===== src/hw/rtl/slmp_rfp_pkg.sv =====
// ---------------------------------------------------------------------------
// SLMP response frame parser package
// Shared constants, register map, configuration and queue entry types.
// ---------------------------------------------------------------------------
package slmp_rfp_pkg;

    localparam int unsigned MAX_PACKET  = 1024;
    localparam int unsigned MAX_VALUES  = 960;
    localparam int unsigned HDR_LEN_3E  = 9;
    localparam int unsigned HDR_LEN_4E  = 13;
    localparam int unsigned LEN_AT_3E   = 7;
    localparam int unsigned LEN_AT_4E   = 11;

    localparam int unsigned FIFO_DEPTH  = 4;
    localparam int unsigned FIFO_AW     = $clog2(FIFO_DEPTH);

    localparam int unsigned APB_AW      = 5;
    localparam int unsigned APB_DW      = 32;

    // Register indexes (byte address / 4)
    localparam logic [2:0] REG_SUB_3E       = 3'd0;
    localparam logic [2:0] REG_SUB_4E       = 3'd1;
    localparam logic [2:0] REG_EXP_SERIAL   = 3'd2;
    localparam logic [2:0] REG_REQ_COUNT    = 3'd3;
    localparam logic [2:0] REG_DEV_IS_BIT   = 3'd4;
    localparam logic [2:0] REG_BATCH_WRITE  = 3'd5;

    localparam logic [15:0] SUB_3E_RESET = 16'h00D0;
    localparam logic [15:0] SUB_4E_RESET = 16'h00D4;

    // Frame status codes
    localparam logic [1:0] STATUS_OK        = 2'd0;
    localparam logic [1:0] STATUS_RESP_ERR  = 2'd1;
    localparam logic [1:0] STATUS_BAD_COUNT = 2'd2;
    localparam logic [1:0] STATUS_HDR_BAD   = 2'd3;

    typedef struct packed {
        logic [15:0] sub_3e;
        logic [15:0] sub_4e;
        logic [15:0] exp_serial;
        logic [9:0]  req_count;
        logic        dev_is_bit;
        logic        batch_write;
    } cfg_t;

    // One entry per received byte that gives results: up to two data
    // values followed by an optional frame status.
    typedef struct packed {
        logic [1:0]  n_vals;
        logic        has_status;
        logic [1:0]  status;
        logic [9:0]  base_index;
        logic [15:0] v0;
        logic        v1;
        logic [15:0] end_code;
        logic        frame_type;
        logic [15:0] skipped;
    } ent_t;

endpackage


===== src/hw/rtl/slmp_rfp_regs.sv =====
// ---------------------------------------------------------------------------
// SLMP response parser configuration registers
// APB-style register file holding the subheaders, serial and request setup.
// ---------------------------------------------------------------------------
module slmp_rfp_regs
    import slmp_rfp_pkg::*;
(
    input  logic              clk,
    input  logic              rst_n,
    input  logic              psel,
    input  logic              penable,
    input  logic              pwrite,
    input  logic [APB_AW-1:0] paddr,
    input  logic [APB_DW-1:0] pwdata,
    output logic [APB_DW-1:0] prdata,
    output logic              pready,
    output cfg_t              cfg
);

    cfg_t       cfg_reg;
    logic [2:0] reg_idx;
    logic       wr_en;

    assign reg_idx = paddr[4:2];
    assign wr_en   = psel && penable && pwrite;
    assign pready  = 1'b1;
    assign cfg     = cfg_reg;

    always_ff @(posedge clk or negedge rst_n)
    begin
        if (!rst_n)
        begin
            cfg_reg.sub_3e      <= SUB_3E_RESET;
            cfg_reg.sub_4e      <= SUB_4E_RESET;
            cfg_reg.exp_serial  <= '0;
            cfg_reg.req_count   <= '0;
            cfg_reg.dev_is_bit  <= 1'b0;
            cfg_reg.batch_write <= 1'b0;
        end
        else if (wr_en)
        begin
            case (reg_idx)
                REG_SUB_3E:      cfg_reg.sub_3e      <= pwdata[15:0];
                REG_SUB_4E:      cfg_reg.sub_4e      <= pwdata[15:0];
                REG_EXP_SERIAL:  cfg_reg.exp_serial  <= pwdata[15:0];
                REG_REQ_COUNT:   cfg_reg.req_count   <= pwdata[9:0];
                REG_DEV_IS_BIT:  cfg_reg.dev_is_bit  <= pwdata[0];
                REG_BATCH_WRITE: cfg_reg.batch_write <= pwdata[0];
                default:         ;
            endcase
        end
    end

    always_comb
    begin
        case (reg_idx)
            REG_SUB_3E:      prdata = {16'd0, cfg_reg.sub_3e};
            REG_SUB_4E:      prdata = {16'd0, cfg_reg.sub_4e};
            REG_EXP_SERIAL:  prdata = {16'd0, cfg_reg.exp_serial};
            REG_REQ_COUNT:   prdata = {22'd0, cfg_reg.req_count};
            REG_DEV_IS_BIT:  prdata = {31'd0, cfg_reg.dev_is_bit};
            REG_BATCH_WRITE: prdata = {31'd0, cfg_reg.batch_write};
            default:         prdata = '0;
        endcase
    end

endmodule


===== src/hw/rtl/slmp_rfp_front.sv =====
// ---------------------------------------------------------------------------
// SLMP response parser front end
// Byte-wide frame state machine: hunts, checks the header, reads the end
// code and classifies payload bytes into queue entries.
// ---------------------------------------------------------------------------
module slmp_rfp_front
    import slmp_rfp_pkg::*;
(
    input  logic       clk,
    input  logic       rst_n,
    input  cfg_t       cfg,
    input  logic       accept,
    input  logic [7:0] rx_byte,
    output logic       push,
    output ent_t       push_ent
);

    typedef enum logic [1:0] {PH_HUNT, PH_HEADER, PH_CODE, PH_PAYLOAD} phase_t;

    localparam logic [3:0]  HL_3E     = 4'(HDR_LEN_3E);
    localparam logic [3:0]  HL_4E     = 4'(HDR_LEN_4E);
    localparam logic [3:0]  LA_3E     = 4'(LEN_AT_3E);
    localparam logic [3:0]  LA_4E     = 4'(LEN_AT_4E);
    localparam logic [3:0]  LA_3E_HI  = 4'(LEN_AT_3E + 1);
    localparam logic [3:0]  LA_4E_HI  = 4'(LEN_AT_4E + 1);
    localparam logic [15:0] MAX_PKT   = 16'(MAX_PACKET);
    localparam logic [9:0]  MAX_VALS  = 10'(MAX_VALUES);

    phase_t      phase_reg, phase_next;
    logic [7:0]  held_byte_reg, held_byte_next;
    logic        held_valid_reg, held_valid_next;
    logic [3:0]  hpos_reg, hpos_next;
    logic        four_reg, four_next;
    logic [15:0] serial_reg, serial_next;
    logic [15:0] flen_reg, flen_next;
    logic [15:0] pleft_reg, pleft_next;
    logic [15:0] code_reg, code_next;
    logic        bad_reg, bad_next;
    logic [9:0]  ve_reg, ve_next;
    logic [15:0] skip_reg, skip_next;

    logic [15:0] word;
    logic        is_low;
    logic [1:0]  skip_inc;
    logic [16:0] skip_sum;
    logic [3:0]  hl, la, la_hi;
    logic [4:0]  p_inc;
    logic [15:0] ser_w, flen_w, code_w, pl, pl_dec;
    logic        cnt_bad, bad_w, hdr_ok;
    logic [10:0] half_cnt;
    logic        first, second;
    logic [10:0] ve_plus1;

    always_comb
    begin
        phase_next      = phase_reg;
        held_byte_next  = held_byte_reg;
        held_valid_next = held_valid_reg;
        hpos_next       = hpos_reg;
        four_next       = four_reg;
        serial_next     = serial_reg;
        flen_next       = flen_reg;
        pleft_next      = pleft_reg;
        code_next       = code_reg;
        bad_next        = bad_reg;
        ve_next         = ve_reg;
        skip_next       = skip_reg;

        push                = 1'b0;
        push_ent            = '0;
        push_ent.base_index = ve_reg;
        push_ent.end_code   = code_reg;
        push_ent.frame_type = four_reg;
        push_ent.skipped    = skip_reg;

        word     = {rx_byte, held_byte_reg};
        is_low   = (rx_byte == cfg.sub_3e[7:0]) || (rx_byte == cfg.sub_4e[7:0]);
        skip_inc = {1'b0, held_valid_reg} + {1'b0, !is_low};
        skip_sum = {1'b0, skip_reg} + {15'd0, skip_inc};

        hl     = four_reg ? HL_4E : HL_3E;
        la     = four_reg ? LA_4E : LA_3E;
        la_hi  = four_reg ? LA_4E_HI : LA_3E_HI;
        p_inc  = {1'b0, hpos_reg} + 5'd1;
        ser_w  = serial_reg;
        flen_w = flen_reg;
        if (four_reg && hpos_reg == 4'd2)
            ser_w[7:0] = rx_byte;
        if (four_reg && hpos_reg == 4'd3)
            ser_w[15:8] = rx_byte;
        if (hpos_reg == la)
            flen_w[7:0] = rx_byte;
        if (hpos_reg == la_hi)
            flen_w[15:8] = rx_byte;
        hdr_ok = (!four_reg || ser_w == cfg.exp_serial) &&
                 (flen_w >= 16'd2) && (flen_w <= MAX_PKT);

        code_w   = {rx_byte, held_byte_reg};
        pl       = flen_reg - 16'd2;
        cnt_bad  = (cfg.req_count == 10'd0) || (cfg.req_count > MAX_VALS);
        half_cnt = ({1'b0, cfg.req_count} + 11'd1) >> 1;
        if (code_w != 16'd0)
            bad_w = 1'b0;
        else if (cfg.batch_write)
            bad_w = (pl != 16'd0);
        else if (cfg.dev_is_bit)
            bad_w = cnt_bad || (pl < {6'd0, half_cnt[9:0]});
        else
            bad_w = pl[0] || cnt_bad || (pl != {5'd0, cfg.req_count, 1'b0});

        pl_dec   = pleft_reg - 16'd1;
        ve_plus1 = {1'b0, ve_reg} + 11'd1;
        first    = (ve_reg < cfg.req_count);
        second   = first && (ve_plus1 < {1'b0, cfg.req_count});

        if (accept)
        begin
            case (phase_reg)
                PH_HUNT:
                begin
                    if (held_valid_reg && (word == cfg.sub_4e || word == cfg.sub_3e))
                    begin
                        // The 4E subheader takes precedence over the 3E one.
                        four_next       = (word == cfg.sub_4e);
                        held_valid_next = 1'b0;
                        hpos_next       = 4'd2;
                        serial_next     = '0;
                        flen_next       = '0;
                        code_next       = '0;
                        pleft_next      = '0;
                        bad_next        = 1'b0;
                        ve_next         = '0;
                        phase_next      = PH_HEADER;
                    end
                    else
                    begin
                        skip_next       = skip_sum[16] ? 16'hFFFF : skip_sum[15:0];
                        held_valid_next = is_low;
                        if (is_low)
                            held_byte_next = rx_byte;
                    end
                end
                PH_HEADER:
                begin
                    serial_next = ser_w;
                    flen_next   = flen_w;
                    hpos_next   = p_inc[3:0];
                    if (p_inc >= {1'b0, hl})
                    begin
                        held_valid_next = 1'b0;
                        if (hdr_ok)
                            phase_next = PH_CODE;
                        else
                        begin
                            phase_next          = PH_HUNT;
                            push                = 1'b1;
                            push_ent.has_status = 1'b1;
                            push_ent.status     = STATUS_HDR_BAD;
                            push_ent.base_index = '0;
                        end
                    end
                end
                PH_CODE:
                begin
                    if (!held_valid_reg)
                    begin
                        held_byte_next  = rx_byte;
                        held_valid_next = 1'b1;
                    end
                    else
                    begin
                        held_valid_next = 1'b0;
                        code_next       = code_w;
                        pleft_next      = pl;
                        ve_next         = '0;
                        bad_next        = bad_w;
                        if (pl == 16'd0)
                        begin
                            phase_next          = PH_HUNT;
                            push                = 1'b1;
                            push_ent.has_status = 1'b1;
                            push_ent.base_index = '0;
                            push_ent.end_code   = code_w;
                            push_ent.status     = (code_w != 16'd0) ? STATUS_RESP_ERR :
                                                  bad_w ? STATUS_BAD_COUNT : STATUS_OK;
                        end
                        else
                            phase_next = PH_PAYLOAD;
                    end
                end
                PH_PAYLOAD:
                begin
                    if (code_reg == 16'd0 && !bad_reg)
                    begin
                        if (cfg.dev_is_bit)
                        begin
                            // High nibble first; a nibble of one means true.
                            push_ent.n_vals = {1'b0, first} + {1'b0, second};
                            push_ent.v0     = {15'd0, rx_byte[7:4] == 4'h1};
                            push_ent.v1     = (rx_byte[3:0] == 4'h1);
                            ve_next         = ve_reg + {8'd0, push_ent.n_vals};
                        end
                        else if (!held_valid_reg)
                        begin
                            held_byte_next  = rx_byte;
                            held_valid_next = 1'b1;
                        end
                        else
                        begin
                            held_valid_next = 1'b0;
                            push_ent.n_vals = 2'd1;
                            push_ent.v0     = {rx_byte, held_byte_reg};
                            ve_next         = ve_plus1[9:0];
                        end
                    end
                    pleft_next = pl_dec;
                    if (pl_dec == 16'd0)
                    begin
                        phase_next          = PH_HUNT;
                        held_valid_next     = 1'b0;
                        push_ent.has_status = 1'b1;
                        push_ent.status     = (code_reg != 16'd0) ? STATUS_RESP_ERR :
                                              bad_reg ? STATUS_BAD_COUNT : STATUS_OK;
                    end
                    push = (push_ent.n_vals != 2'd0) || push_ent.has_status;
                end
                default:
                    phase_next = PH_HUNT;
            endcase
        end
    end

    always_ff @(posedge clk or negedge rst_n)
    begin
        if (!rst_n)
        begin
            phase_reg      <= PH_HUNT;
            held_byte_reg  <= '0;
            held_valid_reg <= 1'b0;
            hpos_reg       <= '0;
            four_reg       <= 1'b0;
            serial_reg     <= '0;
            flen_reg       <= '0;
            pleft_reg      <= '0;
            code_reg       <= '0;
            bad_reg        <= 1'b0;
            ve_reg         <= '0;
            skip_reg       <= '0;
        end
        else
        begin
            phase_reg      <= phase_next;
            held_byte_reg  <= held_byte_next;
            held_valid_reg <= held_valid_next;
            hpos_reg       <= hpos_next;
            four_reg       <= four_next;
            serial_reg     <= serial_next;
            flen_reg       <= flen_next;
            pleft_reg      <= pleft_next;
            code_reg       <= code_next;
            bad_reg        <= bad_next;
            ve_reg         <= ve_next;
            skip_reg       <= skip_next;
        end
    end

endmodule


===== src/hw/rtl/slmp_rfp_fifo.sv =====
// ---------------------------------------------------------------------------
// SLMP response parser entry queue
// Short first-in first-out queue between the front end and the back end.
// ---------------------------------------------------------------------------
module slmp_rfp_fifo
    import slmp_rfp_pkg::*;
(
    input  logic clk,
    input  logic rst_n,
    input  logic push,
    input  ent_t push_ent,
    input  logic pop,
    output ent_t pop_ent,
    output logic full,
    output logic empty
);

    ent_t               mem [FIFO_DEPTH];
    logic [FIFO_AW-1:0] wr_ptr_reg;
    logic [FIFO_AW-1:0] rd_ptr_reg;
    logic [FIFO_AW:0]   count_reg;

    assign full    = (count_reg == (FIFO_AW + 1)'(FIFO_DEPTH));
    assign empty   = (count_reg == '0);
    assign pop_ent = mem[rd_ptr_reg];

    always_ff @(posedge clk)
    begin
        if (push)
            mem[wr_ptr_reg] <= push_ent;
    end

    always_ff @(posedge clk or negedge rst_n)
    begin
        if (!rst_n)
        begin
            wr_ptr_reg <= '0;
            rd_ptr_reg <= '0;
            count_reg  <= '0;
        end
        else
        begin
            if (push)
                wr_ptr_reg <= (wr_ptr_reg == FIFO_AW'(FIFO_DEPTH - 1)) ? '0 : wr_ptr_reg + 1'b1;
            if (pop)
                rd_ptr_reg <= (rd_ptr_reg == FIFO_AW'(FIFO_DEPTH - 1)) ? '0 : rd_ptr_reg + 1'b1;
            if (push && !pop)
                count_reg <= count_reg + 1'b1;
            else if (pop && !push)
                count_reg <= count_reg - 1'b1;
        end
    end

    a_no_overflow: assert property (@(posedge clk) disable iff (!rst_n) push |-> !full)
        else $error("entry pushed into a full queue");

    a_no_underflow: assert property (@(posedge clk) disable iff (!rst_n) pop |-> !empty)
        else $error("entry popped from an empty queue");

    a_count_range: assert property (@(posedge clk) disable iff (!rst_n)
        count_reg <= (FIFO_AW + 1)'(FIFO_DEPTH))
        else $error("queue count beyond its depth");

endmodule


===== src/hw/rtl/slmp_rfp_back.sv =====
// ---------------------------------------------------------------------------
// SLMP response parser back end
// Unpacks queue entries into single results and drives the output register.
// ---------------------------------------------------------------------------
module slmp_rfp_back
    import slmp_rfp_pkg::*;
(
    input  logic        clk,
    input  logic        rst_n,
    input  logic        empty,
    input  ent_t        head_ent,
    output logic        pop,
    output logic        out_valid,
    input  logic        out_ready,
    output logic        kind,
    output logic [15:0] value,
    output logic [9:0]  value_index,
    output logic [1:0]  status,
    output logic [15:0] end_code,
    output logic        frame_type,
    output logic [15:0] skipped_bytes,
    output logic        last
);

    ent_t        cur_reg;
    logic        cur_valid_reg;
    logic [1:0]  sel_reg;

    logic        out_valid_reg;
    logic        kind_reg;
    logic [15:0] value_reg;
    logic [9:0]  index_reg;
    logic [1:0]  status_reg;
    logic [15:0] end_code_reg;
    logic        frame_type_reg;
    logic [15:0] skipped_reg;

    logic [1:0]  total;
    logic        is_status;
    logic        out_load;
    logic        cur_done;

    assign total     = cur_reg.n_vals + {1'b0, cur_reg.has_status};
    assign is_status = (sel_reg >= cur_reg.n_vals);
    assign out_load  = cur_valid_reg && (!out_valid_reg || out_ready);
    assign cur_done  = out_load && (sel_reg + 2'd1 == total);
    assign pop       = !empty && (!cur_valid_reg || cur_done);

    assign out_valid     = out_valid_reg;
    assign kind          = kind_reg;
    assign value         = value_reg;
    assign value_index   = index_reg;
    assign status        = status_reg;
    assign end_code      = end_code_reg;
    assign frame_type    = frame_type_reg;
    assign skipped_bytes = skipped_reg;
    assign last          = kind_reg;

    always_ff @(posedge clk or negedge rst_n)
    begin
        if (!rst_n)
        begin
            cur_valid_reg <= 1'b0;
            sel_reg       <= '0;
            out_valid_reg <= 1'b0;
        end
        else
        begin
            if (pop)
            begin
                cur_valid_reg <= 1'b1;
                sel_reg       <= '0;
            end
            else if (cur_done)
                cur_valid_reg <= 1'b0;
            else if (out_load)
                sel_reg <= sel_reg + 2'd1;

            if (out_load)
                out_valid_reg <= 1'b1;
            else if (out_ready)
                out_valid_reg <= 1'b0;
        end
    end

    // Payload registers carry no reset.
    always_ff @(posedge clk)
    begin
        if (pop)
            cur_reg <= head_ent;
        if (out_load)
        begin
            kind_reg       <= is_status;
            value_reg      <= is_status ? 16'd0 :
                              (sel_reg == 2'd0) ? cur_reg.v0 : {15'd0, cur_reg.v1};
            // The status index equals the count of values emitted so far.
            index_reg      <= cur_reg.base_index + {8'd0, sel_reg};
            status_reg     <= is_status ? cur_reg.status : STATUS_OK;
            end_code_reg   <= cur_reg.end_code;
            frame_type_reg <= cur_reg.frame_type;
            skipped_reg    <= cur_reg.skipped;
        end
    end

    a_sel_range: assert property (@(posedge clk) disable iff (!rst_n)
        cur_valid_reg |-> (sel_reg < total))
        else $error("result selector beyond the entry's results");

endmodule


===== src/hw/rtl/slmp_response_frame_parser_top.sv =====
// ---------------------------------------------------------------------------
// SLMP 3E/4E binary response frame parser
// Hunts for response subheaders in a byte stream, checks the header and end
// code, and emits word or bit values followed by one status per frame.
//
//   Channel   Handshake                 Payload
//   rx        rx_valid / rx_ready       rx_byte
//   out       out_valid / out_ready     kind, value, value_index, status,
//                                       end_code, frame_type, skipped_bytes, last
//   config    psel, penable, pwrite     paddr, pwdata, prdata, pready
//
// The front end takes one byte per cycle while the queue is not full, and the
// back end delivers one result per cycle while out_ready is high. A byte that
// gives two or three results (a pair of bit values, or the last values of a
// frame with its status) holds the back end until all are out, so a full queue
// slows a bit payload to the back end's pace; other bytes do not hold it.
// A four-entry queue lets the front end run ahead of a stalled output.
// Reset is asynchronous and active low and returns the parser to hunting.
// ---------------------------------------------------------------------------
module slmp_response_frame_parser_top
    import slmp_rfp_pkg::*;
(
    input  logic              clk,
    input  logic              rst_n,
    input  logic              psel,
    input  logic              penable,
    input  logic              pwrite,
    input  logic [APB_AW-1:0] paddr,
    input  logic [APB_DW-1:0] pwdata,
    output logic [APB_DW-1:0] prdata,
    output logic              pready,
    input  logic              rx_valid,
    output logic              rx_ready,
    input  logic [7:0]        rx_byte,
    output logic              out_valid,
    input  logic              out_ready,
    output logic              kind,
    output logic [15:0]       value,
    output logic [9:0]        value_index,
    output logic [1:0]        status,
    output logic [15:0]       end_code,
    output logic              frame_type,
    output logic [15:0]       skipped_bytes,
    output logic              last
);

    cfg_t cfg;
    logic accept;
    logic push;
    ent_t push_ent;
    logic pop;
    ent_t head_ent;
    logic full;
    logic empty;

    assign rx_ready = !full;
    assign accept   = rx_valid && rx_ready;

    slmp_rfp_regs u_regs (
        .clk     (clk),
        .rst_n   (rst_n),
        .psel    (psel),
        .penable (penable),
        .pwrite  (pwrite),
        .paddr   (paddr),
        .pwdata  (pwdata),
        .prdata  (prdata),
        .pready  (pready),
        .cfg     (cfg)
    );

    slmp_rfp_front u_front (
        .clk      (clk),
        .rst_n    (rst_n),
        .cfg      (cfg),
        .accept   (accept),
        .rx_byte  (rx_byte),
        .push     (push),
        .push_ent (push_ent)
    );

    slmp_rfp_fifo u_fifo (
        .clk      (clk),
        .rst_n    (rst_n),
        .push     (push),
        .push_ent (push_ent),
        .pop      (pop),
        .pop_ent  (head_ent),
        .full     (full),
        .empty    (empty)
    );

    slmp_rfp_back u_back (
        .clk           (clk),
        .rst_n         (rst_n),
        .empty         (empty),
        .head_ent      (head_ent),
        .pop           (pop),
        .out_valid     (out_valid),
        .out_ready     (out_ready),
        .kind          (kind),
        .value         (value),
        .value_index   (value_index),
        .status        (status),
        .end_code      (end_code),
        .frame_type    (frame_type),
        .skipped_bytes (skipped_bytes),
        .last          (last)
    );

endmodule


===== config.mk =====
export PLATFORM = sky130hd
export DESIGN_NAME = slmp_response_frame_parser_top
export DESIGN_NICKNAME = d
export VERILOG_FILES = /design/src/hw/rtl/slmp_rfp_pkg.sv /design/src/hw/rtl/slmp_rfp_regs.sv /design/src/hw/rtl/slmp_rfp_front.sv /design/src/hw/rtl/slmp_rfp_fifo.sv /design/src/hw/rtl/slmp_rfp_back.sv /design/src/hw/rtl/slmp_response_frame_parser_top.sv
export SDC_FILE = /design/constraint.sdc
export NUM_CORES = 1
export LEC_CHECK = 0
export ABC_CLOCK_PERIOD_IN_PS = 6900
export BUFFER_PORTS_ARGS = -buffer_cell sky130_fd_sc_hd__buf_2
export CAP_MARGIN = 15
export CELL_PAD_IN_SITES_DETAIL_PLACEMENT = 0
export CELL_PAD_IN_SITES_GLOBAL_PLACEMENT = 1
export CORE_MARGIN = 2
export CORE_UTILIZATION = 51
export CTS_BUF_LIST = sky130_fd_sc_hd__clkbuf_16
export CTS_CLUSTER_DIAMETER = 80
export DETAILED_ROUTE_END_ITERATION = 7
export GPL_TIMING_DRIVEN = 0
export PLACE_DENSITY = 0.8
export SYNTH_ARGS = -nofsm -noshare
export SYNTH_HDL_FRONTEND = slang
export SYNTH_SLANG_ARGS = --single-unit

===== constraint.sdc =====
create_clock -name clk -period 6.9 [get_ports clk]
set_input_delay 0.69 -clock clk [delete_from_list [all_inputs] [get_ports clk]]
set_output_delay 0.69 -clock clk [all_outputs]
set_load 0.01 [all_outputs]

=== Yosys cells after proc, flatten, opt, wreduce, memory -nomap -nowiden ===
Memories as Yosys holds them, arrays and structs flattened. A register that Yosys moved wholly into a read port is not among the register bits.
Index checks and enable logic that the tools add are counted.

* Add/subtract/negate cells: 16
* Order comparisons: 8
* Equality and inequality tests: 36
* Multiplexer cells: 98
* Bitwise gates (word level): 2
* Reductions and logical operators: 70

{| class="wikitable"
|+ Operators by type and width
! operator !! count
|-
| 16-bit two-way mux || 9
|-
| 16-bit one-hot mux with 2 select lines || 3
|-
| 16-bit one-hot mux with 6 select lines || 1
|-
| 8-bit two-way mux || 9
|-
| 13-bit two-way mux || 4
|-
| 10-bit two-way mux || 5
|-
| 16-bit == test || 3
|-
| 16-bit zero test || 3
|-
| 48-bit two-way mux || 1
|-
| 16-bit one-hot mux with 3 select lines || 1
|-
| 16-bit nonzero test || 3
|-
| 2-bit two-way mux || 20
|-
| 17-bit two-way mux || 2
|-
| 10-bit one-hot mux with 3 select lines || 1
|-
| 1-bit two-way mux || 25
|-
| 8-bit one-hot mux with 3 select lines || 1
|-
| 10-bit by 1-bit adder with 11-bit output, second input constant || 2
|-
| 3-bit two-way mux || 7
|-
| 10-bit by 2-bit adder with 10-bit output || 2
|-
| 10-bit one-hot mux with 2 select lines || 1
|-
| 16-bit by 2-bit adder with 17-bit output || 1
|-
| 8-bit == test || 2
|-
| 16-bit by 2-bit >= comparator with 1-bit output, second input constant || 1
|-
| 16-bit by 11-bit <= comparator with 1-bit output, second input constant || 1
|-
| 50 further kinds || 122
|}

* Register bits after elaboration: 240
* Memory bits (writable): 260
* Input port bits: 52
* Output and inout port bits: 98
* Word-level logic and storage cells: 263
* Memories kept: 1

{| class="wikitable"
|+ Memories
! memory !! depth !! width !! read ports !! clocked after Yosys merged registers in !! write ports !! line !! RTL
|-
| u_fifo.mem || 4 || 65 || 1 || 1 || 1 || slmp_rfp_fifo.sv:18 || <nowiki>ent_t mem [FIFO_DEPTH];</nowiki>
|}

=== Depth between registers and ports, before layout ===
Gate-level depths: netlist of the first run.

* Depth in word-level cells: 16
* Depth in mapped cells: 23
* Gate-level depth less buffers: 21

=== By module ===
Synthesis of the first run repeated with hierarchy kept, for this count alone.

* Cells, all modules: 1886
* Area total of the unflattened synthesis: 26253.9 um^2

{| class="wikitable"
|+ Modules (own cells, without submodules)
! module !! instances !! cells an instance !! area an instance (um^2) !! seq. area each (um^2)
|-
| slmp_rfp_fifo || 1 || 377 || 9830.7 || 7982.7
|-
| slmp_rfp_front || 1 || 1087 || 8961.1 || 2677.6
|-
| slmp_rfp_back || 1 || 210 || 4469.3 || 3913.8
|-
| slmp_rfp_regs || 1 || 210 || 2982.9 || 1510.2
|-
| slmp_response_frame_parser_top || 1 || 2 || 10.0 || 0.0
|}

=== Worst setup path before layout of the first run ===
OpenSTA, ideal clock, no wires.

* Path type: reg-to-reg
* From: register u_front.pleft_reg[0]
* To: memory u_fifo.mem[0][0] (netlist bit) (enable)
* Library setup time: 0.488 ns
* Data arrival time: 5.417 ns
* Required time: 6.412 ns
* Slack: 0.995 ns
* Stages on the path, launching flop included: 11
* Buffers on the path: 0
* Period minus slack after synthesis: 5.905 ns
* Cells stage by stage: dfrtp_1 inv_1 ha_1 or4b_2 nor4_1 xnor2_1 nand3_1 nor3_1 o21a_1 a211oi_4 nor2_1

* Word-level cells in the longest chain between the ends: 10

{| class="wikitable"
|+ RTL lines
! item !! line !! RTL
|-
| start, declared || slmp_rfp_front.sv:36 || <nowiki>logic [15:0] pleft_reg, pleft_next;</nowiki>
|-
| start signal, assigned || slmp_rfp_front.sv:259 || <nowiki>pleft_reg <= pleft_next;</nowiki>
|-
| 16-bit by 1-bit subtractor with 16-bit output || slmp_rfp_front.sv:111 || <nowiki>pl_dec = pleft_reg - 16'd1;</nowiki>
|-
| 16-bit zero test || slmp_rfp_front.sv:217 || <nowiki>if (pl_dec == 16'd0)</nowiki>
|-
| 3-bit two-way mux || slmp_rfp_front.sv:217 ||
|-
| 3-bit two-way mux || slmp_rfp_front.sv:118 || <nowiki>case (phase_reg)</nowiki>
|-
| 3-bit two-way mux || slmp_rfp_front.sv:116 || <nowiki>if (accept)</nowiki>
|-
| 1-bit logical OR || slmp_rfp_front.sv:225 || <nowiki>push = (push_ent.n_vals != 2'd0) || push_ent.has_status;</nowiki>
|-
| 1-bit one-hot mux with 3 select lines || slmp_rfp_front.sv:118 ||
|-
| 1-bit two-way mux || slmp_rfp_front.sv:116 ||
|-
| 1-bit two-way mux || slmp_rfp_fifo.sv:29 || <nowiki>if (push)</nowiki>
|-
| 1-bit two-way mux (implied by the code) || slmp_rfp_fifo.sv:30 || <nowiki>mem[wr_ptr_reg] <= push_ent;</nowiki>
|-
| end, declared || slmp_rfp_fifo.sv:18 ||
|}

No other way between the ends. The select of a mux whose other input is x is not followed.

=== Worst setup path after layout of the first run ===
* From: register u_front.pleft_reg[0]
* To: register u_fifo.count_reg[2]

* Word-level cells in the longest chain between the ends: 11
* Elaborated cells between the ends (all ways): 13
* Those cells by class: add/sub (1); mux (6); reduce/logical (6)

{| class="wikitable"
|+ RTL lines
! item !! line !! RTL
|-
| 16-bit by 1-bit subtractor with 16-bit output (*) || slmp_rfp_front.sv:111 ||
|-
| 16-bit zero test (*) || slmp_rfp_front.sv:217 ||
|-
| 3-bit two-way mux (*) || slmp_rfp_front.sv:217 ||
|-
| 3-bit two-way mux (*) || slmp_rfp_front.sv:118 ||
|-
| 3-bit two-way mux (*) || slmp_rfp_front.sv:116 ||
|-
| 1-bit logical OR (*) || slmp_rfp_front.sv:225 ||
|-
| 1-bit one-hot mux with 3 select lines (*) || slmp_rfp_front.sv:118 ||
|-
| 1-bit two-way mux (*) || slmp_rfp_front.sv:116 ||
|-
| via push || slmp_response_frame_parser_top.sv:49 || <nowiki>logic push;</nowiki>
|-
| 1-bit zero test || slmp_rfp_fifo.sv:49 || <nowiki>else if (pop && !push)</nowiki>
|-
| 1-bit logical AND || slmp_rfp_fifo.sv:49 ||
|-
| 2-bit nonzero test (no line) || - ||
|-
| end signal, assigned || slmp_rfp_fifo.sv:48 || <nowiki>count_reg <= count_reg + 1'b1;</nowiki>
|-
| end signal, assigned || slmp_rfp_fifo.sv:50 || <nowiki>count_reg <= count_reg - 1'b1;</nowiki>
|-
| end, declared || slmp_rfp_fifo.sv:21 || <nowiki>logic [FIFO_AW:0] count_reg;</nowiki>
|}

The timed path passes the listed nets; every way through them passes the cells marked *. The select of a mux whose other input is x is not followed.
A chain may end at the register's enable or synchronous reset.

==> results.yml, run 1 <==
clocking:
  cts_inserted_buffers: 56
  insertion_delay_ns: 0.64
  clockRootBuffer: "clkbuf_16"
  clock_path_buffers: 3
  ctsHoldBuffers: 0
  cts_tree: "built"
  htreeDepth: 2
  ctsResizeCount: 0
  cts_setup_buffers: 0
  cts.sinks: 565
  path_clk_slew_ns: 0.07
finish:
  syn2layout_area_growth_pct: 13.43
  antennaDiodeCount: 0
  largest_reg_flops: 260
  finalNetCount: 2185
  mostFrequentLayoutCells: "387 x edfxtp_1, 171 x dfrtp_1, 116 x buf_2"
  drive_above_1_share_pct: 20.07
  layout_commonest_cell: "edfxtp_1"
  utilization_pct: 58.26
global_route:
  grt_pass1_wl_um: 97480
  grt_max_degree: 102
  grt_overflow_total: 0
  antenna_found_initial: 0
  track_usage_pct: 23.79
  grt_pass1_vias: 16683
sta:
  drv_slew: 0
  finalHoldViolCount: 0
  fmax_ghz: 0.2001
  fin_worst_skew_ns: 0.04511
  rsz0062_at_grt: "false"
  finalCriticalPeriod_ns: 4.998
  worstMarginPinSlew_ns: 1.113
  slew_headroom_pct: 25.25
  whs_ns: 0.09409
  finalCritPeriodShare_pct: 72.43
  fin_setup_tns_ns: 0
  setup_viol: 0
synth:
  synthCells: 1883
  seq_area_frac_synth_pct: 61.30
  synth_mux_area_share_pct: 10.51
  ys.flop_type: "edfxtp_1"
  synth_fa_ha_area_share_pct: 3.023
  synth_compound_gate_area_share_pct: 7.911
  async_reset_ff_share_pct: 31.50
  synth_seq_cells: 565
  synth_cell_types: 88
  ys_warn_count: 0
  syn-cell-area_um2: 26240
  synth_top_family_by_area: "multiplexers"
  synth-xor-area-share_pct: 4.401
  syn_avg_cell_area_um2: 13.94
  yosys.area_share.simple_pct: 9.579
  synth-edff-count: 387
critical_path:
  worstSetupEndpointType: "flop"
  worstPathArrival_ns: 5.53
  start_kind: "flop"
  worstSetupPathType: "flop to flop"
  crit_required_ns: 7.43
  crit_fanout: 7
power_and_ir_drop:
  pwr-share-comb_pct: 34.9
  peakVddDrop_mv: 0.2318
  sequentialPowerShare_pct: 40.4
  p_sw_share_pct: 35.07
  p_switching_mw: 4.294
  pwr-share-clk_pct: 24.7
  cellPowerDensity_nw_per_um2: 411.3
  internal_power_mw: 7.949
  leakagePower_nw: 11.42
drt:
  dr.pass1.iters: 7
  wl_per_cell_um: 22.44
  drc_errors: 0
  drt-initial-drc-count: 1336
  via_per_inst: 5.929
  final_antenna_net_count: 0
  dr_total_vias: 16590
  drt-total-wl_um: 62790
place:
  gp_congestion: 0.9166
  hpwl_um: 43290
  io_buffers: 105
worst_hold_path:
  hold_path_class: "input pin to async pin"
floorplan:
  io_pins: 150
  initial_core_util_pct: 51.36
  core_um2: 51090
  dieWidth_um: 230.8
  die_h_um: 230.8
  die_area_um2: 53280
  num_rows: 83
status:
  outcome: "complete, no violations"
run:
  maxCapViolCount: 0
[cell usage after synthesis, types with 11 or more instances]
cell | count | share of area [%]
nor4_1 | 17 | 0.41
buf_2 | 12 | 0.23
a22o_1 | 49 | 1.6
mux2i_1 | 18 | 0.69
inv_1 | 62 | 0.89
nor3_1 | 26 | 0.50
o22ai_1 | 14 | 0.33
mux2_2 | 71 | 3.0
xnor2_1 | 98 | 3.3
a21oi_1 | 48 | 0.92
nand4_1 | 21 | 0.50
a31oi_1 | 17 | 0.41
o21ai_0 | 81 | 1.5
o31ai_1 | 11 | 0.31
nand3_1 | 52 | 0.99
mux4_2 | 74 | 6.4
nand2_1 | 86 | 1.2
a221oi_1 | 11 | 0.37
xor2_1 | 32 | 1.1
buf_4 | 23 | 0.66
ha_1 | 57 | 2.7
dfrtp_1 | 171 | 16
nand2b_1 | 12 | 0.29
and2_1 | 30 | 0.72
nor2b_1 | 26 | 0.62
edfxtp_1 | 387 | 44
and3_1 | 38 | 0.91
nor2_1 | 74 | 1.1
clkbuf_1 | 80 | 1.1
[worst max-delay path: stages (launching register included)]
cell      delay, ns
dfrtp_1        0.41
inv_1          0.10
ha_1           0.22
or4b_2         0.68
nor4_1         0.42
xnor2_1        0.17
nand3_1        0.11
nor3_1         0.90
o21a_1         0.34
a211oi_4       0.11
nor2_1         0.31
ha_1           0.24
inv_1          0.06
fa_1           0.38
xor2_1         0.17
nor2_1         0.11
xor2_1         0.17
[metrics by stage]
step,setup slack (ns),total power [mW],std cells,instance area [um^2]
6_report,1.902,12.24,2798,29760
5_1_grt,1.527,12.89,2798,29760
3_5_place_dp,1.873,9.241,2693,27920
3_3_place_gp,-1.826,9.150,2683,27670
4_1_cts,1.948,12.30,2797,29760
2_1_floorplan,0.9950,7.916,1898,26300
[metal layers]
layer,up-vias,GRT usage [%],share of wire [%]
met3,130,3.335,5.3
met4,0,8.669,3.3
li1,7474,-,-
met2,575,38.60,48
met5,-,0,0
met1,8411,32.98,44
[power by group through the flow]
| stage | clock (mW) | combinational (mW) | sequential, mW |
|---|---|---|---|
| finish | 3.03 | 4.27 | 4.94 |
| CTS | 3.08 | 4.28 | 4.94 |
| floorplan | 0 | 2.95 | 4.97 |
| global route | 3.21 | 4.66 | 5.02 |
| detailed placement | 0 | 4.24 | 5.00 |
| global placement | 0 | 4.14 | 5.01 |
[final timing paths]
kind,cells after the start,to,start,slack (ns)
min reg2reg,0,u_back.skipped_bytes[15]$_DFFE_PP_,u_back.cur_reg[15]$_DFFE_PP_,0.42
max in group asynchronous,2,u_front.pleft_reg[12]$_DFFE_PN0P_,rst_n,5.81
min,1,u_regs.cfg[17]$_DFFE_PN0P_,rst_n,0.09
min in group clk,2,u_regs.cfg[54]$_DFFE_PN0P_,pwdata[10],0.32
max reg2reg,16,u_fifo.count_reg[2]$_DFFE_PN0P_,u_front.pleft_reg[0]$_DFFE_PN0P_,1.90
max,16,u_fifo.count_reg[2]$_DFFE_PN0P_,u_front.pleft_reg[0]$_DFFE_PN0P_,1.90
[cell type report]
class / instances / area [um^2]
fill: 4065 / 21330
sequential: 565 / 16080
multi-input combinational: 1141 / 9392
clock buffer: 56 / 1401
tap: 680 / 850.8
timing repair buffer: 116 / 750.7
buffer: 129 / 615.6
clock inverter: 48 / 431.7
inverter: 63 / 239.0
[cell families after synthesis]
kind of cell | count (synthesis)
adder cells (fa/ha/maj) | 61
other | 2
flip-flops | 565
AO/OA/AOI/OAI | 307
multiplexers | 173
XOR/XNOR | 131
AND/OR/NAND/NOR | 452
buffers and inverters | 192
Power figures use the tool's default switching activity.
==> run 2, diff against run 1 <==
--- a/config.mk
+++ b/config.mk
@@ -5,7 +5,7 @@
 export SDC_FILE = /design/constraint.sdc
 export NUM_CORES = 1
 export LEC_CHECK = 0
-export ABC_CLOCK_PERIOD_IN_PS = 6900
+export ABC_CLOCK_PERIOD_IN_PS = 4800
 export BUFFER_PORTS_ARGS = -buffer_cell sky130_fd_sc_hd__buf_2
 export CAP_MARGIN = 15
 export CELL_PAD_IN_SITES_DETAIL_PLACEMENT = 0
==> constraint.sdc (replaced) <==
create_clock -name clk -period 4.8 [get_ports clk]
set_input_delay 0.48 -clock clk [delete_from_list [all_inputs] [get_ports clk]]
set_output_delay 0.48 -clock clk [all_outputs]
set_load 0.01 [all_outputs]
==> run 2 against run 1 <==
  * Worst hold slack improved by 0.0035 ns
  * First-iteration DRC count fell by 6.2%
  * Sequential power rose by 44%
  * Combinational power rose by 46%
  * Critical path depth fell by 1
  * Register-to-register slack got worse by 1.7 ns
  * Wire length rose by 0.30%
  * Clock skew rose by 0.0068 ns
  * Total power rose by 44%
  * Setup slack got worse by 1.7 ns
  * Die area did not move
  * Critical endpoint is now u_fifo.count_reg[1]$_DFFE_PN0P_
  * Largest power group unchanged
==> results.yml, run 2 (synthesized netlist as in run 1, its figures left out) <==
power_and_ir_drop:
  peakVddDrop_mv: 0.4143
  leakagePower_nw: 11.45
  cellPowerDensity_nw_per_um2: 589.9
critical_path:
  worstSetupPathType: "flop to flop"
  crit_fanout: 10
  crit_required_ns: 5.30
  start_kind: "flop"
  worstPathArrival_ns: 5.12
  r2r_end: "u_fifo.count_reg[1]$_DFFE_PN0P_"
  r2r_slack_ns: 0.18
  r2r_start: "u_front.hpos_reg[0]$_DFFE_PN0P_"
  path_cells: "ha_1 > buf_6 > and4bb_1 > buf_2 > or3_1 > a222oi_1 > nand3_1 > or4_4 > a211o_1 > a211oi_4 > nor2_1 > ha_1 > inv_1 > fa_1 > mux2_2"
  r2r_cells: 15
  critPathMostFrequentCell: "ha_1"
  critPathMaxStageDelay_ns: 0.49
  worstSetupEndpointType: "flop"
  cp_slowest_cell: "a211oi_4"
drt:
  dr_total_vias: 16481
  dr.pass1.iters: 6
  drt-initial-drc-count: 1253
  drc_errors: 0
  final_antenna_net_count: 0
  wl_per_cell_um: 22.44
  via_per_inst: 5.873
  drt-total-wl_um: 62980
sta:
  drv_slew: 0
  finalCritPeriodShare_pct: 96.17
  worstMarginPinSlew_ns: 0.9838
  slew_headroom_pct: 34.41
  fmax_ghz: 0.2166
  timing.final.ws_setup_ns: 0.1841
  finalCriticalPeriod_ns: 4.616
  whs_ns: 0.09756
  fin_worst_skew_ns: 0.05193
  finalHoldViolCount: 0
  rsz0062_at_grt: "false"
  setup_viol: 0
global_route:
  grt.busiest_layer: "met2"
  grt_pass1_wl_um: 96670
  met3_usage_pct: 3.261
  grt_max_degree: 92
  use_met2_pct: 38.76
  grt_overflow_total: 0
  antenna_found_initial: 0
  grt_use_met1_pct: 32.86
  grt_pass1_vias: 16603
  track_usage_pct: 23.72
clocking:
  cts_tree: "built"
  cts_inserted_buffers: 57
  cts.sinks: 565
  clockRootBuffer: "clkbuf_16"
  insertion_delay_ns: 0.64
  clock_path_buffers: 3
  htreeDepth: 2
  path_clk_slew_ns: 0.06
floorplan:
  die_h_um: 230.8
  dieWidth_um: 230.8
  die_area_um2: 53280
  io_pins: 150
  core_um2: 51090
  initial_core_util_pct: 51.36
  num_rows: 83
place:
  place_inst: 2693
  placed_cell_area_um2: 27930
  hpwl_um: 43160
  pre_cts_ws_ns: -0.1433
  gp_congestion: 0.9145
  io_buffers: 105
finish:
  drive_above_1_share_pct: 20.60
  syn2layout_area_growth_pct: 13.67
  finalNetCount: 2190
  final_area_um2: 29830
  fin_cells: 2806
  layout_commonest_cell: "edfxtp_1"
  mostFrequentLayoutCells: "387 x edfxtp_1, 171 x dfrtp_1, 116 x buf_2"
  fillers: 3988
  antennaDiodeCount: 0
  largest_reg_flops: 260
worst_hold_path:
  whs_path_depth: 3
  hold_path_class: "input pin to flop"
  min_to: "u_regs.cfg[23]$_DFFE_PN0P_"
  min_from: "pwdata[11]"
run:
  maxCapViolCount: 0
status:
  outcome: "complete, no violations"
run 2: timing repair:
item                                   4_1_cts  5_1_grt
hold buffers                                 1        0
resized for setup                            3        7
setup endpoints to repair                   54       31
buffers inserted                             0        3
gates cloned                                 1        0
endpoints found under the hold margin       87        0
pin swaps                                    2        2
run 2: cell type report:
| class | count | area, um^2 | area share (%) |
|---|---|---|---|
| Buffer | 128 | 613.1 | 2.055 |
| Clock buffer | 57 | 1426 | 4.782 |
| Clock inverter | 51 | 387.9 | 1.300 |
| Inverter | 63 | 239.0 | 0.8012 |
| Multi-Input combinational cell | 1142 | 9435 | 31.63 |
| Sequential cell | 565 | 16080 | 53.92 |
| Tap cell | 680 | 850.8 | 2.852 |
| Timing Repair Buffer | 120 | 790.8 | 2.651 |
run 2: power by group:
part           switching [mW]  leakage (nW)  total, mW  internal [mW]
sequential              0.579          5.99       7.11           6.53
clock                    1.92         0.926       4.27           2.34
combinational            3.74          4.54       6.22           2.47
run 2: worst max-delay path by stage:
| stage | start | end | slack [ns] |
|---|---|---|---|
| floorplan | u_front.pleft_reg[0]$_DFFE_PN0P_ | u_fifo.mem[0][0]$_DFFE_PP_ | -0.02 |
| global placement | u_front.pleft_reg[0]$_DFFE_PN0P_ | u_fifo.mem[0][18]$_DFFE_PP_ | -1.98 |
| detailed placement | u_front.pleft_reg[0]$_DFFE_PN0P_ | u_fifo.mem[3][13]$_DFFE_PP_ | -0.14 |
| CTS | u_front.flen_reg[1]$_DFFE_PN0P_ | u_fifo.mem[2][61]$_DFFE_PP_ | 0.01 |
| global route | u_front.pleft_reg[0]$_DFFE_PN0P_ | u_fifo.count_reg[2]$_DFFE_PN0P_ | 0.02 |
| finish | u_front.hpos_reg[0]$_DFFE_PN0P_ | u_fifo.count_reg[1]$_DFFE_PN0P_ | 0.18 |
run 2: layer usage:
layer	vias up	part of all wire, %
met1	8359	44
met3	104	5.2
met2	533	48
met5	-	0
li1	7485	-
met4	0	2.7
run 2: worst max-delay path: cells and delay by family (launching register included):
| family | cells | cell delay (ns) |
|---|---|---|
| simple gates | 5 | 1.37 |
| mux | 1 | 0.27 |
| flops | 1 | 0.44 |
| fa+ha+maj | 3 | 0.90 |
| compound gates | 3 | 1.14 |
| buf+inv | 3 | 0.40 |
run 2: per-stage QoR:
| step | util, % | power [mW] | TNS (ns) |
|---|---|---|---|
| floorplan | - | 11.38 | -5.769 |
| global placement | 54.18 | 13.12 | -557.41 |
| detailed placement | 54.67 | 13.29 | -5.809 |
| CTS | 58.28 | 17.64 | 0 |
| global route | 58.38 | 18.54 | 0 |
| finish | 58.38 | 17.60 | 0 |
